`src/rtl/core/mme_pkg.sv`:
```
`default_nettype none

package mme_pkg;

  // Fixed field widths of the ports.
  localparam int IDX_W       = 3;
  localparam int DIM_W       = 4;
  localparam int ELEM_IN_W   = 16;
  localparam int OUT_VALUE_W = 32;
  localparam int CFG_IDX_W   = 2;

  // Input commands.
  typedef enum logic [1:0] {
    CMD_LOAD_A  = 2'd0,
    CMD_LOAD_B  = 2'd1,
    CMD_COMPUTE = 2'd2
  } cmd_t;

  // Configuration register indexes.
  typedef enum logic [CFG_IDX_W-1:0] {
    CFG_ROWS_A    = 2'd0,
    CFG_INNER_DIM = 2'd1,
    CFG_COLS_B    = 2'd2
  } cfg_reg_t;

  // Sequencer states.
  typedef enum logic [1:0] {
    S_IDLE     = 2'd0,
    S_WAIT_OUT = 2'd1,
    S_ISSUE    = 2'd2,
    S_DRAIN    = 2'd3
  } seq_state_t;

  // Control travelling alongside each pair of store reads.
  typedef struct packed {
    logic             vld;
    logic             first;
    logic             fin;
    logic             last_elem;
    logic [IDX_W-1:0] row;
    logic [IDX_W-1:0] col;
  } mac_ctl_t;

endpackage

`default_nettype wire

```
`src/rtl/core/mme_store.sv`:
```
`default_nettype none

module mme_store #(
  parameter int DEPTH = 64,
  parameter int AW    = 6,
  parameter int DW    = 16
) (
  input  wire logic                 clk,
  input  wire logic                 we,
  input  wire logic [AW-1:0]        wr_addr,
  input  wire logic signed [DW-1:0] wr_data,
  input  wire logic [AW-1:0]        rd_addr,
  output logic signed [DW-1:0]      rd_data
);

  logic signed [DW-1:0] mem [DEPTH];

  // Single write port.
  always_ff @(posedge clk) begin
    if (we) begin
      mem[wr_addr] <= wr_data;
    end
  end

  // Registered read port.
  always_ff @(posedge clk) begin
    rd_data <= mem[rd_addr];
  end

endmodule

`default_nettype wire

```
`src/rtl/core/mme_seq.sv`:
```
`default_nettype none

module mme_seq #(
  parameter int MAX_DIM = 8,
  parameter int AW      = 6
) (
  input  wire logic                        clk,
  input  wire logic                        rst_n,
  input  wire logic                        start,
  input  wire logic [mme_pkg::DIM_W-1:0]   rows_a,
  input  wire logic [mme_pkg::DIM_W-1:0]   inner_dim,
  input  wire logic [mme_pkg::DIM_W-1:0]   cols_b,
  input  wire logic                        out_busy,
  input  wire logic                        mac_done,
  output logic                             busy,
  output logic [AW-1:0]                    a_addr,
  output logic [AW-1:0]                    b_addr,
  output mme_pkg::mac_ctl_t                ctl
);

  localparam int IW = mme_pkg::IDX_W;
  localparam int DW = mme_pkg::DIM_W;

  mme_pkg::seq_state_t state_r, state_nxt;
  logic [IW-1:0] r_r, r_nxt, c_r, c_nxt, k_r, k_nxt;
  logic [DW-1:0] nr_r, nr_nxt, nk_r, nk_nxt, nc_r, nc_nxt;
  logic          row_end, col_end, k_end, last_elem;

  // A dimension of zero acts as one; anything above the store size is clipped.
  function automatic logic [DW-1:0] dim_clamp(input logic [DW-1:0] d);
    logic [DW-1:0] res;
    res = d;
    if (d == '0) begin
      res = DW'(1);
    end else if (d > DW'(MAX_DIM)) begin
      res = DW'(MAX_DIM);
    end
    return res;
  endfunction

  assign row_end   = ({1'b0, r_r} == nr_r - DW'(1));
  assign col_end   = ({1'b0, c_r} == nc_r - DW'(1));
  assign k_end     = ({1'b0, k_r} == nk_r - DW'(1));
  assign last_elem = row_end && col_end;

  // Row of A and column of B addressed by the inner index.
  assign a_addr = AW'(r_r * MAX_DIM + k_r);
  assign b_addr = AW'(k_r * MAX_DIM + c_r);
  assign busy   = (state_r != mme_pkg::S_IDLE);

  always_ff @(posedge clk) begin
    if (!rst_n) begin
      state_r <= mme_pkg::S_IDLE;
    end else begin
      state_r <= state_nxt;
    end
  end

  always_ff @(posedge clk) begin
    r_r  <= r_nxt;
    c_r  <= c_nxt;
    k_r  <= k_nxt;
    nr_r <= nr_nxt;
    nk_r <= nk_nxt;
    nc_r <= nc_nxt;
  end

  // Walk result elements in row-major order, one inner step per cycle.
  always_comb begin
    state_nxt     = state_r;
    r_nxt         = r_r;
    c_nxt         = c_r;
    k_nxt         = k_r;
    nr_nxt        = nr_r;
    nk_nxt        = nk_r;
    nc_nxt        = nc_r;
    ctl           = '0;
    ctl.row       = r_r;
    ctl.col       = c_r;
    ctl.first     = (k_r == '0);
    ctl.fin       = k_end;
    ctl.last_elem = last_elem;
    case (state_r)
      mme_pkg::S_IDLE: begin
        if (start) begin
          nr_nxt    = dim_clamp(rows_a);
          nk_nxt    = dim_clamp(inner_dim);
          nc_nxt    = dim_clamp(cols_b);
          r_nxt     = '0;
          c_nxt     = '0;
          k_nxt     = '0;
          state_nxt = mme_pkg::S_WAIT_OUT;
        end
      end
      mme_pkg::S_WAIT_OUT: begin
        if (!out_busy) begin
          k_nxt     = '0;
          state_nxt = mme_pkg::S_ISSUE;
        end
      end
      mme_pkg::S_ISSUE: begin
        ctl.vld = 1'b1;
        if (k_end) begin
          state_nxt = mme_pkg::S_DRAIN;
        end else begin
          k_nxt = IW'(k_r + IW'(1));
        end
      end
      mme_pkg::S_DRAIN: begin
        if (mac_done) begin
          if (last_elem) begin
            state_nxt = mme_pkg::S_IDLE;
          end else begin
            if (col_end) begin
              c_nxt = '0;
              r_nxt = IW'(r_r + IW'(1));
            end else begin
              c_nxt = IW'(c_r + IW'(1));
            end
            state_nxt = mme_pkg::S_WAIT_OUT;
          end
        end
      end
      default: begin
        state_nxt = mme_pkg::S_IDLE;
      end
    endcase
  end

endmodule

`default_nettype wire

```
`src/rtl/core/mme_mac.sv`:
```
`default_nettype none

module mme_mac #(
  parameter int EW = 16
) (
  input  wire logic                                   clk,
  input  wire logic                                   rst_n,
  input  wire mme_pkg::mac_ctl_t                      ctl,
  input  wire logic signed [EW-1:0]                   a_q,
  input  wire logic signed [EW-1:0]                   b_q,
  input  wire logic                                   out_stall,
  output logic                                        out_valid,
  output logic [mme_pkg::IDX_W-1:0]                   out_row,
  output logic [mme_pkg::IDX_W-1:0]                   out_col,
  output logic signed [mme_pkg::OUT_VALUE_W-1:0]      out_value,
  output logic                                        out_last,
  output logic                                        done
);

  localparam int PW  = 2 * EW;
  localparam int ACW = PW + 3;
  localparam int SW  = (ACW > mme_pkg::OUT_VALUE_W) ? ACW : mme_pkg::OUT_VALUE_W;
  localparam logic signed [SW-1:0] SAT_MAX = SW'(32'sh7FFF_FFFF);
  localparam logic signed [SW-1:0] SAT_MIN = SW'(32'sh8000_0000);

  mme_pkg::mac_ctl_t s1_ctl_r, s2_ctl_r;
  logic signed [PW-1:0]  prod_r;
  logic signed [ACW-1:0] acc_r, acc_nxt;
  logic signed [SW-1:0]  acc_wide;
  logic signed [mme_pkg::OUT_VALUE_W-1:0] sat_value;
  logic out_valid_r, out_valid_nxt;
  logic [mme_pkg::IDX_W-1:0] out_row_r, out_col_r;
  logic signed [mme_pkg::OUT_VALUE_W-1:0] out_value_r;
  logic out_last_r;

  // Control follows the store read and the product register.
  always_ff @(posedge clk) begin
    if (!rst_n) begin
      s1_ctl_r    <= '0;
      s2_ctl_r    <= '0;
      out_valid_r <= 1'b0;
    end else begin
      s1_ctl_r    <= ctl;
      s2_ctl_r    <= s1_ctl_r;
      out_valid_r <= out_valid_nxt;
    end
  end

  // Product of the two store words, registered before accumulation.
  always_ff @(posedge clk) begin
    prod_r <= a_q * b_q;
  end

  // Exact sum of the products, restarting on the first inner step.
  always_comb begin
    acc_nxt = s2_ctl_r.first ? ACW'(prod_r) : ACW'(acc_r + ACW'(prod_r));
  end

  // Saturate the finished sum to 32 bits.
  always_comb begin
    acc_wide = SW'(acc_nxt);
    if (acc_wide > SAT_MAX) begin
      sat_value = SAT_MAX[mme_pkg::OUT_VALUE_W-1:0];
    end else if (acc_wide < SAT_MIN) begin
      sat_value = SAT_MIN[mme_pkg::OUT_VALUE_W-1:0];
    end else begin
      sat_value = acc_wide[mme_pkg::OUT_VALUE_W-1:0];
    end
  end

  assign done = s2_ctl_r.vld && s2_ctl_r.fin;

  // The output register is loaded on the last inner step and freed by a beat.
  always_comb begin
    out_valid_nxt = out_valid_r;
    if (done) begin
      out_valid_nxt = 1'b1;
    end else if (out_valid_r && !out_stall) begin
      out_valid_nxt = 1'b0;
    end
  end

  always_ff @(posedge clk) begin
    if (s2_ctl_r.vld) begin
      acc_r <= acc_nxt;
    end
    if (done) begin
      out_row_r   <= s2_ctl_r.row;
      out_col_r   <= s2_ctl_r.col;
      out_value_r <= sat_value;
      out_last_r  <= s2_ctl_r.last_elem;
    end
  end

  assign out_valid = out_valid_r;
  assign out_row   = out_row_r;
  assign out_col   = out_col_r;
  assign out_value = out_value_r;
  assign out_last  = out_last_r;

endmodule

`default_nettype wire

```
`src/rtl/core/matrix_multiply_engine.sv`:
```
`default_nettype none

// Fixed-point matrix multiplier. Load beats write one signed element of A or B
// into one of two on-chip stores at row * MAX_DIM + column, one beat per cycle
// while in_stall is low; a load outside the store is dropped and so is the
// unused command code. A compute beat emits every element of A * B in row-major
// order with out_last on the final one, each the exact Q16.16 dot product
// saturated to 32 bits. Every element that a computation reads must have been
// loaded since reset. While a computation runs, in_stall is high. Each result
// element first waits to claim the output register, then takes one inner step
// per cycle through the shared store read ports and the single multiplier, then
// waits for the read and product stages to drain. Dimension registers read as
// zero are treated as one and values above MAX_DIM as MAX_DIM; write them only
// while the block is idle.

module matrix_multiply_engine #(
  parameter int MAX_DIM       = 8,
  parameter int ELEMENT_WIDTH = 16
) (
  input  wire logic                                 clk,
  input  wire logic                                 rst_n,
  input  wire logic                                 cfg_we,
  input  wire logic [mme_pkg::CFG_IDX_W-1:0]        cfg_index,
  input  wire logic [mme_pkg::DIM_W-1:0]            cfg_data,
  input  wire logic                                 in_valid,
  output logic                                      in_stall,
  input  wire logic [1:0]                           in_command,
  input  wire logic [mme_pkg::IDX_W-1:0]            in_row_index,
  input  wire logic [mme_pkg::IDX_W-1:0]            in_col_index,
  input  wire logic signed [mme_pkg::ELEM_IN_W-1:0] in_element_value,
  output logic                                      out_valid,
  input  wire logic                                 out_stall,
  output logic [mme_pkg::IDX_W-1:0]                 out_row,
  output logic [mme_pkg::IDX_W-1:0]                 out_col,
  output logic signed [mme_pkg::OUT_VALUE_W-1:0]    out_value,
  output logic                                      out_last
);

  localparam int DEPTH = MAX_DIM * MAX_DIM;
  localparam int AW    = (DEPTH > 1) ? $clog2(DEPTH) : 1;
  localparam int EW    = ELEMENT_WIDTH;
  localparam int DW    = mme_pkg::DIM_W;

  logic [DW-1:0] rows_a_r, inner_dim_r, cols_b_r;
  logic in_accept, in_range, start, a_we, b_we, store_we, seq_busy, mac_done;
  logic [AW-1:0] wr_addr, a_rd_addr, b_rd_addr;
  logic signed [EW-1:0] wr_data, a_q, b_q;
  mme_pkg::mac_ctl_t ctl;

  // Dimension registers.
  always_ff @(posedge clk) begin
    if (!rst_n) begin
      rows_a_r    <= DW'(8);
      inner_dim_r <= DW'(8);
      cols_b_r    <= DW'(8);
    end else if (cfg_we) begin
      case (mme_pkg::cfg_reg_t'(cfg_index))
        mme_pkg::CFG_ROWS_A:    rows_a_r    <= cfg_data;
        mme_pkg::CFG_INNER_DIM: inner_dim_r <= cfg_data;
        mme_pkg::CFG_COLS_B:    cols_b_r    <= cfg_data;
        default: begin
        end
      endcase
    end
  end

  // Command decode. Input is held off for the whole of a computation, so a
  // store write never meets a read of the same run.
  assign in_stall  = seq_busy;
  assign in_accept = in_valid && !in_stall;
  assign in_range  = ({1'b0, in_row_index} < (mme_pkg::IDX_W + 1)'(MAX_DIM)) &&
                     ({1'b0, in_col_index} < (mme_pkg::IDX_W + 1)'(MAX_DIM));

  always_comb begin
    a_we  = 1'b0;
    b_we  = 1'b0;
    start = 1'b0;
    case (mme_pkg::cmd_t'(in_command))
      mme_pkg::CMD_LOAD_A:  a_we  = in_accept && in_range;
      mme_pkg::CMD_LOAD_B:  b_we  = in_accept && in_range;
      mme_pkg::CMD_COMPUTE: start = in_accept;
      default: begin
      end
    endcase
  end

  assign store_we = a_we || b_we;
  assign wr_addr  = AW'(in_row_index * MAX_DIM + in_col_index);
  assign wr_data  = EW'($unsigned(in_element_value));

  mme_store #(.DEPTH(DEPTH), .AW(AW), .DW(EW)) u_a_store (
    .clk     (clk),
    .we      (a_we),
    .wr_addr (wr_addr),
    .wr_data (wr_data),
    .rd_addr (a_rd_addr),
    .rd_data (a_q)
  );

  mme_store #(.DEPTH(DEPTH), .AW(AW), .DW(EW)) u_b_store (
    .clk     (clk),
    .we      (b_we),
    .wr_addr (wr_addr),
    .wr_data (wr_data),
    .rd_addr (b_rd_addr),
    .rd_data (b_q)
  );

  mme_seq #(.MAX_DIM(MAX_DIM), .AW(AW)) u_seq (
    .clk       (clk),
    .rst_n     (rst_n),
    .start     (start),
    .rows_a    (rows_a_r),
    .inner_dim (inner_dim_r),
    .cols_b    (cols_b_r),
    .out_busy  (out_valid && out_stall),
    .mac_done  (mac_done),
    .busy      (seq_busy),
    .a_addr    (a_rd_addr),
    .b_addr    (b_rd_addr),
    .ctl       (ctl)
  );

  mme_mac #(.EW(EW)) u_mac (
    .clk       (clk),
    .rst_n     (rst_n),
    .ctl       (ctl),
    .a_q       (a_q),
    .b_q       (b_q),
    .out_stall (out_stall),
    .out_valid (out_valid),
    .out_row   (out_row),
    .out_col   (out_col),
    .out_value (out_value),
    .out_last  (out_last),
    .done      (mac_done)
  );

  // A finished sum must never land on a result that is still waiting.
  a_no_overwrite: assert property (@(posedge clk) disable iff (!rst_n)
    mac_done |-> !$past(out_valid && out_stall))
    else $error("result written over a pending output beat");

  // Store reads are issued only during a computation.
  a_issue_busy: assert property (@(posedge clk) disable iff (!rst_n)
    ctl.vld |-> seq_busy)
    else $error("store read issued while idle");

  // No load may write a store while the inner loop reads it.
  a_no_write_in_run: assert property (@(posedge clk) disable iff (!rst_n)
    ctl.vld |-> !store_we)
    else $error("store written during a computation");

endmodule

`default_nettype wire

```
`config.mk`:
```
export PLATFORM = sky130hd
export DESIGN_NAME = matrix_multiply_engine
export DESIGN_NICKNAME = d
export VERILOG_FILES = /design/src/rtl/core/mme_pkg.sv /design/src/rtl/core/mme_store.sv /design/src/rtl/core/mme_seq.sv /design/src/rtl/core/mme_mac.sv /design/src/rtl/core/matrix_multiply_engine.sv
export SDC_FILE = /design/constraint.sdc
export NUM_CORES = 2
export LEC_CHECK = 0
export BUFFER_PORTS_ARGS = -buffer_cell sky130_fd_sc_hd__buf_2
export CORE_ASPECT_RATIO = 0.8
export CORE_UTILIZATION = 40
export CTS_CLUSTER_DIAMETER = 30
export DETAILED_ROUTE_END_ITERATION = 8
export HOLD_SLACK_MARGIN = 0.1
export PLACE_DENSITY = 0.6
export SLEW_MARGIN = 25
export SYNTH_ARGS = -nofsm -noshare
export SYNTH_HDL_FRONTEND = slang
export SYNTH_HIERARCHICAL = 1
export SYNTH_SLANG_ARGS = --single-unit
```
`constraint.sdc`:
```
create_clock -name clk -period 6.74 [get_ports clk]
set_input_delay 1.348 -clock clk [delete_from_list [all_inputs] [get_ports clk]]
set_output_delay 1.348 -clock clk [all_outputs]
set_load 0.01 [all_outputs]
```
==> out/metrics.yaml <==
hold_path_class: "register to register"
path_class: "register to register"
path_max_fanout: 8
first_pass_iters: 6
crit_top_cell: "fa_1"
outcome: "completed"
cts_tree: "done"
synth.avg_cell_area_um2: 17.8
timing.critical_path.slowest_stage_cell: "fa_1"
dp_hpwl_um: 153000
clk_pin_slew_ns: 0.05
synth_seq_cells: 2242
remaining_drc_errors: 0
drive_gt1_share_pct: 23.8
dp_cells: 8814
max_freq_ghz: 0.157
synth_top_area_share_pct: 65.6
cts_hold_buf: 0
drtIter0Drc: 5130
synthArstFlopShare_pct: 0
path_buf_inv: 4
cp_data_required_time_ns: 7.41
clock_latency_ns: 0.88
vias_per_cell: 5.42
synth_area_leaders: "edfxtp_1, mux4_2, fa_1"
grt_pass1_vias: 52100
wl_per_cell_um: 25.8
finalWeightedCongestion: 0.855
fin_skew_ns: 0.107
die_x_um: 556
final_area_um2: 116000
cp_top_family: "adder cells"
synth.net_count: 5937
fin_crit_ns: 6.38
num_rows: 162
yosys_warnings: 6
synthFlopType: "edfxtp_1"
max-slew-margin-rel_pct: 27.4
port_buffers: 75
nets: 6342
synth_edf_count: 2143
drt.antenna.violating_nets: 0
synth_cell_types: 93
fin_cells: 9526
numCtsBuffers: 379
startpoint_type: "register"
max-cap-violations: 0
setup_viol_count_final: 0
tns_ns: 0
die_y_um: 445
final_util_pct: 47.5
report.final.slew_viol_count: 0
syn2layout_area_growth_pct: 17.9
reg2reg_slack_ns: 0.36
syn_area_um2: 98100
finalHoldViolations: 0
num_vias: 51600
numClockSinks: 2242
worst_pin_slew_ns: 1.09
antenna_found_initial: 11
crit_arrival_ns: 7.05
grt_util_all_layers_pct: 19.7
grt_overflow: 0
cts_root_buffer: "clkbuf_16"
synth_top_cell_by_area: "edfxtp_1"
grt_max_degree: 95
crit_chain: "and2_1 > fa_1 > inv_1 > fa_1 > fa_1 > inv_1 > ha_1 > fa_1 > inv_1 > fa_1 > inv_1 > ha_1 > a2111oi_0 > o21ai_0 > a311oi_1 > o21ai_0 > a41oi_2 > o21ai_0 > o41ai_1 > xnor2_1"
endpoint_kind: "register"
fin_crit_sh_pct: 94.7
drt_wl_total_um: 246000
critical_path.max_stage_delay_ns: 0.58
htreeDepth: 5
grt_first_pass_wirelength_um: 359000
io-pin-count: 76
rsz0062_at_grt: "false"
die_area_um2: 247000
syn_inst: 5511
core_um2: 244000
ys_seq_area_share_pct: 67.6
cts.path.max_buffers: 4
initial_core_util_pct: 40.3
placed_area_um2: 103000
==> path summary, 6_finish.rpt <==
| check | cells past startpoint | start | to |
|---|---|---|---|
| max reg2reg | 20 | u_a_store/rd_data[5] | u_mac/prod_r[31] |
| min reg2reg | 0 | u_mac/s2_ctl_r[5] | u_mac/out_row[2] |
| max | 20 | u_a_store/rd_data[5] | u_mac/prod_r[31] |
| min | 0 | u_mac/s2_ctl_r[5] | u_mac/out_row[2] |
==> stage by stage <==
| step | worst slack, ns | hold WS, ns |
|---|---|---|
| floorplan | 0.717 | 0.386 |
| global placement | 0.290 | 0.387 |
| detailed placement | 0.199 | 0.391 |
| CTS | 0.170 | 0.406 |
| global route | 0.0751 | 0.410 |
| finish | 0.359 | 0.404 |
==> flip-flops by register name, summed over array words and instances (netlist names), 10 cells and up <==
register and flops:
u_mac/acc_r 35, u_mac/s1_ctl_r 10, u_b_store/mem 1024, u_a_store/rd_data 16, u_a_store/mem 1024, u_mac/out_value 32, u_b_store/rd_data 16, u_mac/s2_ctl_r 10
u_mac/prod_r 32
==> final cells by class <==
type | count | area (µm²)
multi-input cells | 2611 | 28600
inverters | 376 | 1410
clock buffers | 437 | 9970
well taps | 3280 | 4100
clock inverters | 268 | 2940
fillers | 20400 | 128000
repair buffers | 306 | 2290
flip-flops and latches | 2242 | 66300
diodes | 6 | 15.0
==> per-layer routing <==
layer  track usage [%]  routed length [µm]  vias up
met3              4.24               20800      367
met1              29.5              110000    27000
met5                 0                   0        -
met2              29.3              109000     2048
met4              5.00                5410        0
li1                  -                   -    22200
==> kinds of logic (layout without fill, tap and decap cells) <==
logic type | count (synthesis) | after routing | synth area share, %
xor gates and xnor gates | 77 | 77 | 0.732
muxes | 692 | 692 | 12.9
adders and majority gates | 391 | 391 | 7.00
other | 0 | 6 | 0
AOI/OAI and AO/OA | 513 | 513 | 3.75
and+or+nand+nor | 938 | 938 | 4.72
buffers and inverters | 658 | 1387 | 3.31
DFF | 2242 | 2242 | 67.6
==> what timing repair did <==
action,CTS,global route
endpoints found under the setup margin,0,2
resized for setup,0,13
setup buffers,0,0
==> cell usage after synthesis (all sizes together) (5+ instances only) <==
cell type     n
and4         11
a221o        14
a221oi       34
nor2        209
a211o        17
a21oi       115
a41oi        13
o211ai       19
nor3         14
mux2i       190
o21a         14
a21o         29
xor2         25
o31ai         9
nand3        57
o21bai       12
a31oi        35
a22oi        79
nor2b        74
buf         180
nand2b       19
a211oi       24
or2           6
and3          8
edfxtp     2143
nand4        31
xnor2        49
and2        159
or3           8
nor4          7
inv         375
a22o         12
dfxtp        99
a311oi       17
mux2         54
ha          128
nand3b        5
o21ai        46
clkbuf      102
nand2       315
fa          263
mux4        448
==> cells in the final DEF, fill, tap and decap left out, drive strengths merged, types with 14 or more instances in the layout <==
cell      netlist  final
edfxtp       2143   2143
mux4          448    448
clkbuf        102    437
inv           375    415
nand2         315    315
buf           180    306
fa            263    263
nor2          209    209
mux2i         190    190
and2          159    159
clkinv          1    147
ha            128    128
a21oi         115    115
dfxtp          99     99
a22oi          79     79
nor2b          74     74
nand3          57     57
mux2           54     54
xnor2          49     49
bufinv          0     48
o21ai          46     46
a31oi          35     35
clkinvlp        0     34
a221oi         34     34
nand4          31     31
a21o           29     29
xor2           25     25
a211oi         24     24
nand2b         19     19
o211ai         19     19
a211o          17     17
a311oi         17     17
a221o          14     14
o21a           14     14
nor3           14     14
Power is not shown: default switching activity piles up to over one toggle a cycle in this logic, so the estimate is an artifact.
